`src/rtl/rgi_pkg.sv`:
```
// Shared types, constants and helper functions for the rectilinear grid interpolator.
`timescale 1ns / 1ps
package rgi_pkg;

  localparam int FRAC_BITS = 16;
  localparam int GRID_MAX  = 16;
  localparam int MAX_DIMS  = 3;
  localparam int GRID_AW   = 6;
  localparam int GRID_DEPTH = MAX_DIMS * GRID_MAX;
  localparam int VAL_DEPTH = 4096;
  localparam int VAL_AW    = 12;
  localparam int DIV_LEN   = 33 + FRAC_BITS;

  localparam logic [1:0] CMD_GRID  = 2'd0;
  localparam logic [1:0] CMD_VALUE = 2'd1;
  localparam logic [1:0] CMD_QUERY = 2'd2;

  localparam logic [2:0] REG_MODE = 3'd0;
  localparam logic [2:0] REG_DIMS = 3'd1;
  localparam logic [2:0] REG_AX0  = 3'd2;
  localparam logic [2:0] REG_AX1  = 3'd3;
  localparam logic [2:0] REG_AX2  = 3'd4;

  localparam logic signed [24:0] ONE_Q  = 25'sd65536;
  localparam logic signed [23:0] HALF_Q = 24'sd32768;
  localparam logic [48:0] T_LIM = 49'd8388608;
  localparam logic signed [65:0] W_LIM    = 66'sd140737488355328;
  localparam logic signed [65:0] TERM_LIM = 66'sd288230376151711744;
  localparam logic signed [63:0] RES_MAX  = 64'sd2147483647;
  localparam logic signed [63:0] RES_MIN  = -64'sd2147483648;

  typedef enum logic [4:0] {
    S_IDLE, S_SINIT, S_SRD, S_SCMP, S_LORD, S_HIRD, S_HICAP, S_DINIT, S_DSTEP,
    S_TSTORE, S_NRD, S_NCAP, S_CINIT, S_WLO, S_WHI, S_WEND, S_VRD, S_VCAP,
    S_VLO, S_VHI, S_VEND, S_VADD, S_DONE
  } rgi_state_t;

  typedef struct packed {
    rgi_state_t op;
    logic       take;
    logic [1:0] d;
    logic [1:0] k;
    logic [2:0] corner;
  } rgi_cmd_t;

  typedef struct packed {
    logic       srch_done;
    logic       out_free;
    logic       mode;
    logic [1:0] nd;
  } rgi_sts_t;

  // grid points per axis, held to [2, GRID_MAX]
  function automatic logic [4:0] clamp_size(input logic [4:0] s);
    logic [4:0] r;
    r = s;
    if (s < 5'd2) r = 5'd2;
    if (s > 5'(GRID_MAX)) r = 5'(GRID_MAX);
    return r;
  endfunction

  // C-order flat index, axis 0 slowest
  function automatic logic [VAL_AW-1:0] flat_index(
    input logic [3:0] c0, input logic [3:0] c1, input logic [3:0] c2,
    input logic [4:0] n1, input logic [4:0] n2, input logic [1:0] nd);
    logic [8:0]  f1;
    logic [13:0] f2;
    f1 = 9'(c0 * n1) + 9'(c1);
    f2 = 14'(f1 * n2) + 14'(c2);
    case (nd)
      2'd2:    return VAL_AW'(f1);
      2'd3:    return VAL_AW'(f2);
      default: return VAL_AW'(c0);
    endcase
  endfunction

endpackage

```
`src/rtl/rgi_ctrl.sv`:
```
// Sequencer for search, division, weighting and accumulation.
`timescale 1ns / 1ps
module rgi_ctrl import rgi_pkg::*; (
  input  logic       clk,
  input  logic       rst,
  input  logic       in_valid,
  input  logic [1:0] in_command,
  output logic       in_ready,
  input  rgi_sts_t   sts,
  output rgi_cmd_t   cmd
);
  rgi_state_t state, state_next;
  logic [1:0] d, d_next, k, k_next;
  logic [2:0] corner, corner_next, corner_last;
  logic [5:0] divcnt, divcnt_next;
  logic [1:0] nd_last;

  always_ff @(posedge clk) begin
    if (rst) begin
      state <= S_IDLE;
      d <= '0; k <= '0; corner <= '0; divcnt <= '0;
    end else begin
      state <= state_next;
      d <= d_next; k <= k_next; corner <= corner_next; divcnt <= divcnt_next;
    end
  end

  assign nd_last = 2'(sts.nd - 2'd1);
  assign corner_last = (sts.nd == 2'd1) ? 3'd1 : (sts.nd == 2'd2) ? 3'd3 : 3'd7;

  always_comb begin
    state_next = state;
    d_next = d; k_next = k; corner_next = corner; divcnt_next = divcnt;
    in_ready = (state == S_IDLE);
    cmd.op = state;
    cmd.take = in_ready && in_valid;
    cmd.d = d; cmd.k = k; cmd.corner = corner;
    case (state)
      S_IDLE: if (in_valid && in_command == CMD_QUERY) begin
        state_next = S_SINIT; d_next = '0;
      end
      S_SINIT: state_next = S_SRD;
      S_SRD:   state_next = sts.srch_done ? S_LORD : S_SCMP;
      S_SCMP:  state_next = S_SRD;
      S_LORD:  state_next = S_HIRD;
      S_HIRD:  state_next = S_HICAP;
      S_HICAP: state_next = S_DINIT;
      S_DINIT: begin state_next = S_DSTEP; divcnt_next = '0; end
      S_DSTEP: begin
        divcnt_next = 6'(divcnt + 6'd1);
        if (divcnt == 6'(DIV_LEN - 1)) state_next = S_TSTORE;
      end
      S_TSTORE: if (d == nd_last) begin
        state_next = sts.mode ? S_NRD : S_CINIT; corner_next = '0;
      end else begin
        d_next = 2'(d + 2'd1); state_next = S_SINIT;
      end
      S_NRD:   state_next = S_NCAP;
      S_NCAP:  state_next = S_DONE;
      S_CINIT: begin state_next = S_WLO; k_next = '0; end
      S_WLO:   state_next = S_WHI;
      S_WHI:   state_next = S_WEND;
      S_WEND:  if (k == nd_last) state_next = S_VRD;
               else begin k_next = 2'(k + 2'd1); state_next = S_WLO; end
      S_VRD:   state_next = S_VCAP;
      S_VCAP:  state_next = S_VLO;
      S_VLO:   state_next = S_VHI;
      S_VHI:   state_next = S_VEND;
      S_VEND:  state_next = S_VADD;
      S_VADD:  if (corner == corner_last) state_next = S_DONE;
               else begin corner_next = 3'(corner + 3'd1); state_next = S_CINIT; end
      S_DONE:  if (sts.out_free) state_next = S_IDLE;
      default: state_next = S_IDLE;
    endcase
  end
endmodule

```
`config.mk`:
```
export PLATFORM = sky130hd
export DESIGN_NAME = rgi_ctrl
export DESIGN_NICKNAME = d
export VERILOG_FILES = /design/src/rtl/rgi_pkg.sv /design/src/rtl/rgi_ctrl.sv
export SDC_FILE = /design/constraint.sdc
export NUM_CORES = 1
export LEC_CHECK = 0
export BUFFER_PORTS_ARGS = -buffer_cell sky130_fd_sc_hd__buf_2
export CORE_ASPECT_RATIO = 0.5
export CORE_MARGIN = 1.5
export CORE_UTILIZATION = 39
export DETAILED_ROUTE_END_ITERATION = 12
export GPL_TIMING_DRIVEN = 0
export HOLD_SLACK_MARGIN = 0.06
export PLACE_DENSITY = 0.56
export SYNTH_ARGS = -nofsm -noshare
export SYNTH_HDL_FRONTEND = slang
export SYNTH_SLANG_ARGS = --single-unit
```
`constraint.sdc`:
```
create_clock -name clk -period 2.1 [get_ports clk]
set_input_delay 0.42 -clock clk [delete_from_list [all_inputs] [get_ports clk]]
set_output_delay 0.42 -clock clk [all_outputs]
set_load 0.02 [all_outputs]
```
==> results of run 1 <==
## report_power, final
group / switching [W] / internal, W
registers: 0.0000116 / 0.000352
clock network: 0.000128 / 0.000167
logic: 0.000178 / 0.0000920
total: 0.000318 / 0.000611
## cells in the final DEF (no fill, tap or decap), drive strengths merged, types with 2 or more instances in the layout
cell     count
o21ai        8
a2111oi      3
nand2b       6
a21oi       12
nor4         4
a311oi       2
xnor2        3
inv         12
nor2b        2
nor2        18
nand2       10
xor2         3
nor3        10
o221ai       3
buf         28
o211a        2
a41oi        2
a211oi       4
ha           4
clkbuf       9
a31o         2
dfxtp       18
a2bb2oi      2
nand3        7
a31oi        3
or3          3
## area by class of cell
type	instances	area [um^2]
Buffer	10	43.8
Fill cell	325	1570
Sequential cell	18	362
Multi-Input combinational cell	131	863
Tap cell	40	50.0
Clock buffer	4	55.1
Inverter	12	45.0
Timing Repair Buffer	23	115
## cell families after synthesis
family / Yosys count
AO/OA/AOI/OAI: 50
XOR/XNOR: 6
adder cells (fa/ha/maj): 4
buffers and inverters: 22
flip-flops: 18
multiplexers: 1
AND/OR/NAND/NOR: 70
## stage by stage
step	cell area, um^2	power, W	setup TNS [ns]	std cells	hold slack (ns)
after CTS	1530	0.000930	0	238	0.458
after global placement	1470	0.000636	-0.0195	234	0.495
after floorplan	1310	0.000555	0	171	0.471
after global routing	1530	0.000980	0	238	0.496
after detailed placement	1470	0.000634	0	234	0.500
final	1530	0.000929	0	238	0.461
## worst max-delay path, stage by stage (launching register included)
cell and delay (ns):
dfxtp_1 0.31, buf_2 0.17, buf_2 0.20, nor2_1 0.26, and3_1 0.19, buf_2 0.15
## repair_timing
action,in CTS,in global routing
endpoints found under the hold margin,0,0
gates resized for setup,0,2
endpoints found under the setup margin,0,1
## registers in the layout, indices dropped and copies added, names as in the netlist
name    count
corner      3
d           2
divcnt      6
k           2
state       5
## per-layer routing
layer,vias to the layer above,track usage [%]
met3,4,5.33
met1,647,31.4
met4,0,4.26
met2,20,30.1
met5,-,0
li1,697,-
## worst max-delay path by stage
stage / start / end / slack (ns) / depth (start not counted)
4_1_cts: state[4] / cmd[7] / 0.10 / 4
6_report: state[0] / cmd[7] / 0.14 / 5
5_1_grt: state[0] / cmd[7] / 0.03 / 5
2_1_floorplan: state[1] / in_ready / 0.27 / 3
3_5_place_dp: sts[0] / state[0] / 0.02 / 6
3_3_place_gp: sts[0] / state[0] / -0.02 / 6
## cells in the mapped netlist, types with 2 or more instances
library cell | number | area, um^2
xnor2_1 | 3 | 26.3
o221ai_1 | 3 | 26.3
nor2_1 | 18 | 67.6
a31o_1 | 2 | 17.5
o21ai_0 | 6 | 30.0
or3_1 | 3 | 18.8
a2bb2oi_1 | 2 | 17.5
a2111oi_0 | 3 | 26.3
a31oi_1 | 3 | 18.8
nor3_1 | 9 | 45.0
nor4_1 | 3 | 18.8
nand3_1 | 7 | 35.0
a21oi_1 | 12 | 60.1
ha_1 | 4 | 50.1
inv_1 | 11 | 41.3
a211oi_1 | 4 | 30.0
nand2b_1 | 6 | 37.5
xor2_1 | 3 | 26.3
nor2b_1 | 2 | 12.5
o21ai_1 | 2 | 10.0
dfxtp_1 | 18 | 360
nand2_1 | 10 | 37.5
buf_2 | 5 | 25.0
clkbuf_1 | 5 | 18.8
o211a_1 | 2 | 20.0
==> impl_metrics.toml, run 1 <==
[drt]
ant_nets = 0
vias = 1368
drt-wirelength-per-cell_um = 15.0
drc = 4
wl_met1_um = 1880
drt-initial-drc-count = 46
drt-vias-per-instance = 5.75
wl_um = 3560
route.met3.wl_um = 118
top_layer_used = "met4"
wl_met2_um = 1530
drtPass1Iterations = 8

[floorplan]
die_w_um = 84.8
die_height_um = 43.9
fp-row-count = 14
io_pins = 24
core_area_um2 = 3100
fp.dieArea_um2 = 3730
start_util_pct = 42.1

[global_route]
grt_pass1_vias = 1220
antenna_found_initial = 0
grt_usage_pct = 20.9
grt_pass1_wl_um = 5970
grt_max_degree = 11
overflow = 0

[synth]
synth_edf_count = 0
synthFlopType = "dfxtp_1"
async_flop_share_pct = 0
ys_seq_area_share_pct = 27.6
avgSynthCellArea_um2 = 7.64
synth_cells = 171
synth_top_family_by_area = "simple AND/OR/NAND/NOR gates"
synth-xor-area-share_pct = 4.02
syn_nets = 185
synthAdderAreaFrac_pct = 3.83
synth_area_um2 = 1310
synth_cell_types = 50
muxShareOfSynthArea_pct = 0.862
ys_ff_latch = 18
synth_warnings = 0
synth-simple-area-share_pct = 29.1
synth_compound_area_share_pct = 27.8

[pwr]
p_leak_nw = 0.577
power_density_nw_per_um2 = 605
vdd.ir_drop.worst_mv = 0.232

[placed_design]
dp_worst_setup_slack_ns = 0.0174
place_hpwl_um = 2670
gp_congestion = 0.902
port_buffers = 23

[critical_path]
cp.required_ns = 1.68
critPathLaunchType = "register"
path_max_fanout = 10
critical_path_class = "register to output pin"
reg2reg_to = "corner[0]"
endpoint_kind = "output pin"
r2r-start = "state[1]"
reg2reg_slack_ns = 0.25
cp.arrival_ns = 1.54
r2r_cells = 5

[layout]
fin_util_pct = 49.5
num-nets-final = 213
syn2layout_area_growth_pct = 17.4
n_antenna_cell = 0
drive_gt1_share_pct = 19.2

[timing]
rsz0062_at_grt = "no"
finalSetupViolations = 0
fin_ws_ns = 0.143
fin_crit_sh_pct = 93.2
final-hold-violation-count = 0
fmax_mhz = 511
max_slew_margin_pct = 61.1
clock_skew_ns = 0.00955
tightestPinTransition_ns = 0.584
fin_crit_ns = 1.96
finalMaxSlewViolations = 0

[min_path]
hp-start = "rst"
min_path_cells = 3
holdPathEnd = "k[0]"
hold_path.class = "primary input to register"

[status]
violations = "design-rule violations"
status = "complete, but fails checks"

[cts]
cts_max_level = 1
clock_latency_ns = 0.26
path_clk_slew_ns = 0.08
post_cts_buffers = 0
cts_made_buffers = 3
cts_tree = "yes"
clkSinkCount = 18
clockRootBuffer = "clkbuf_8"
ctsHoldBuffers = 0
cts_buffer_depth = 2

[run]
maxCapViolCount = 0
Note: power is estimated with default switching activity, not from simulation.
==> inputs of run 2 (changes only) <==
--- a/config.mk
+++ b/config.mk
@@ -12,7 +12,7 @@
 export DETAILED_ROUTE_END_ITERATION = 12
 export GPL_TIMING_DRIVEN = 0
 export HOLD_SLACK_MARGIN = 0.06
-export PLACE_DENSITY = 0.56
+export PLACE_DENSITY = 0.67
 export SYNTH_ARGS = -nofsm -noshare
 export SYNTH_HDL_FRONTEND = slang
 export SYNTH_SLANG_ARGS = --single-unit
==> constraint.sdc (replaced) <==
create_clock -name clk -period 2.3 [get_ports clk]
set_input_delay 0.46 -clock clk [delete_from_list [all_inputs] [get_ports clk]]
set_output_delay 0.46 -clock clk [all_outputs]
set_load 0.02 [all_outputs]
==> run 2 against run 1 <==
  * Critical endpoint unchanged
  * Clock power is 8.1% lower
  * Worst hold slack improved by 0.035 ns
  * Largest power group unchanged
  * The run still ends with design-rule violations left
  * Non-clock buffer count is the same
  * Final cell count stayed put
  * Power fell by 9.2%
  * Register-to-register slack better by 0.18 ns
==> impl_metrics.toml, run 2 (synthesis results as in run 1) <==
[status]
status = "complete, but fails checks"
violations = "design-rule violations"

[floorplan]
fp.dieArea_um2 = 3730
core_area_um2 = 3100
die_height_um = 43.9
fp-row-count = 14
io_pins = 24
start_util_pct = 42.1
die_w_um = 84.8

[run]
maxCapViolCount = 0

[layout]
syn2layout_area_growth_pct = 16.9
drive_gt1_share_pct = 18.7
fin_util_pct = 49.2
num-nets-final = 213
regMostFlops = "divcnt"
n_antenna_cell = 0
reg_top3 = "divcnt (6), state (5), corner (3)"
mostFrequentLayoutCell = "buf_2"
mostFrequentLayoutCells = "28 x buf_2, 18 x nor2_1, 18 x dfxtp_1"
largest_reg_flops = 6
stdcell_area_um2 = 1530

[critical_path]
r2r_cells = 5
reg2reg_slack_ns = 0.43
endpoint_kind = "output pin"
critical_path_class = "register to output pin"
r2r-start = "state[1]"
critPathLaunchType = "register"
path_max_fanout = 10
endpoint = "cmd[7]"
cp.arrival_ns = 1.56
startpoint = "state[4]"
reg2reg_to = "corner[2]"
cp.required_ns = 1.84

[drt]
drt-vias-per-instance = 5.86
wl_um = 3400
drc = 1
drt-initial-drc-count = 107
drt-wirelength-per-cell_um = 14.3
ant_nets = 0
vias = 1395
drtPass1Iterations = 9

[global_route]
grt_pass1_vias = 1155
grt_max_degree = 11
antenna_found_initial = 0
grt_usage_pct = 18.6
grt_pass1_wl_um = 5340
overflow = 0

[pwr]
vdd.ir_drop.worst_mv = 0.201
power_density_nw_per_um2 = 553
p_leak_nw = 0.573

[timing]
finalSetupViolations = 0
finalSetupTns_ns = 0
tightestPinTransition_ns = 0.562
finalMaxSlewViolations = 0
max_slew_margin_pct = 62.6
fin_crit_ns = 2.02
rsz0062_at_grt = "no"
fin_crit_sh_pct = 88.0
fin_hold_ws_ns = 0.495
clock_skew_ns = 0.0122
fmax_mhz = 494
final-hold-violation-count = 0

[placed_design]
placed_area_um2 = 1470
gp_congestion = 0.897
port_buffers = 23
place_hpwl_um = 2520

[min_path]
hold_path.class = "primary input to register"

[cts]
cts_made_buffers = 3
cts_max_level = 1
clkSinkCount = 18
cts_buffer_depth = 2
cts_tree = "yes"
clockRootBuffer = "clkbuf_8"
ctsHoldBuffers = 0
clock_latency_ns = 0.26
cts_resized = 0
post_cts_buffers = 0
path_clk_slew_ns = 0.08
[run 2: changes by cell type in the layout (fill, tap and decap cells not counted)]
cell | before | now
dfxtp_1 | 17 | 18
dfxtp_2 | 1 | 0
nor3_2 | 0 | 1
nor3_4 | 1 | 0
[run 2: stage by stage]
stage | worst slack (ns) | cells | power (W)
after floorplan | 0.428 | 171 | 0.000507
after global placement | 0.176 | 234 | 0.000575
after detailed placement | 0.188 | 234 | 0.000575
after CTS | 0.277 | 238 | 0.000845
after global routing | 0.140 | 238 | 0.000888
final | 0.276 | 238 | 0.000844
[run 2: power breakdown]
| part | internal [W] | total [W] | switching (W) |
|---|---|---|---|
| registers | 0.000321 | 0.000331 | 0.00000958 |
| logic | 0.0000817 | 0.000242 | 0.000160 |
| clock network | 0.000152 | 0.000271 | 0.000119 |
[run 2: routing by layer]
layer  GRT usage, %  up-vias  wire, um
met5              0        -         0
met4           3.93        0        15
met3           5.33        2       301
met2           28.3       56      1460
met1           26.5      644      1630
li1               -      693         -
[run 2: worst min path at each step]
stage / startpoint / endpoint / slack (ns) / cells after the start
after floorplan: divcnt[4] / divcnt[4] / 0.47 / 2
after global placement: divcnt[4] / divcnt[4] / 0.50 / 2
after detailed placement: divcnt[4] / divcnt[4] / 0.51 / 2
after CTS: rst / k[0] / 0.50 / 3
after global routing: rst / k[0] / 0.50 / 3
final: rst / k[0] / 0.50 / 3
[run 2: worst max-delay path, cell delays in order, from the launching register on]
cell and delay, ns:
dfxtp_1 0.34, clkbuf_1 0.24, nor3_2 0.37, and3_1 0.20
buf_2 0.15
[run 2: cell type report]
| cell class | count | area (um^2) |
|---|---|---|
| Timing Repair Buffer | 23 | 115 |
| Inverter | 12 | 45.0 |
| Multi-Input combinational cell | 131 | 857 |
| Fill cell | 298 | 1570 |
| Tap cell | 40 | 50.0 |
| Clock buffer | 4 | 55.1 |
| Sequential cell | 18 | 360 |
| Buffer | 10 | 43.8 |
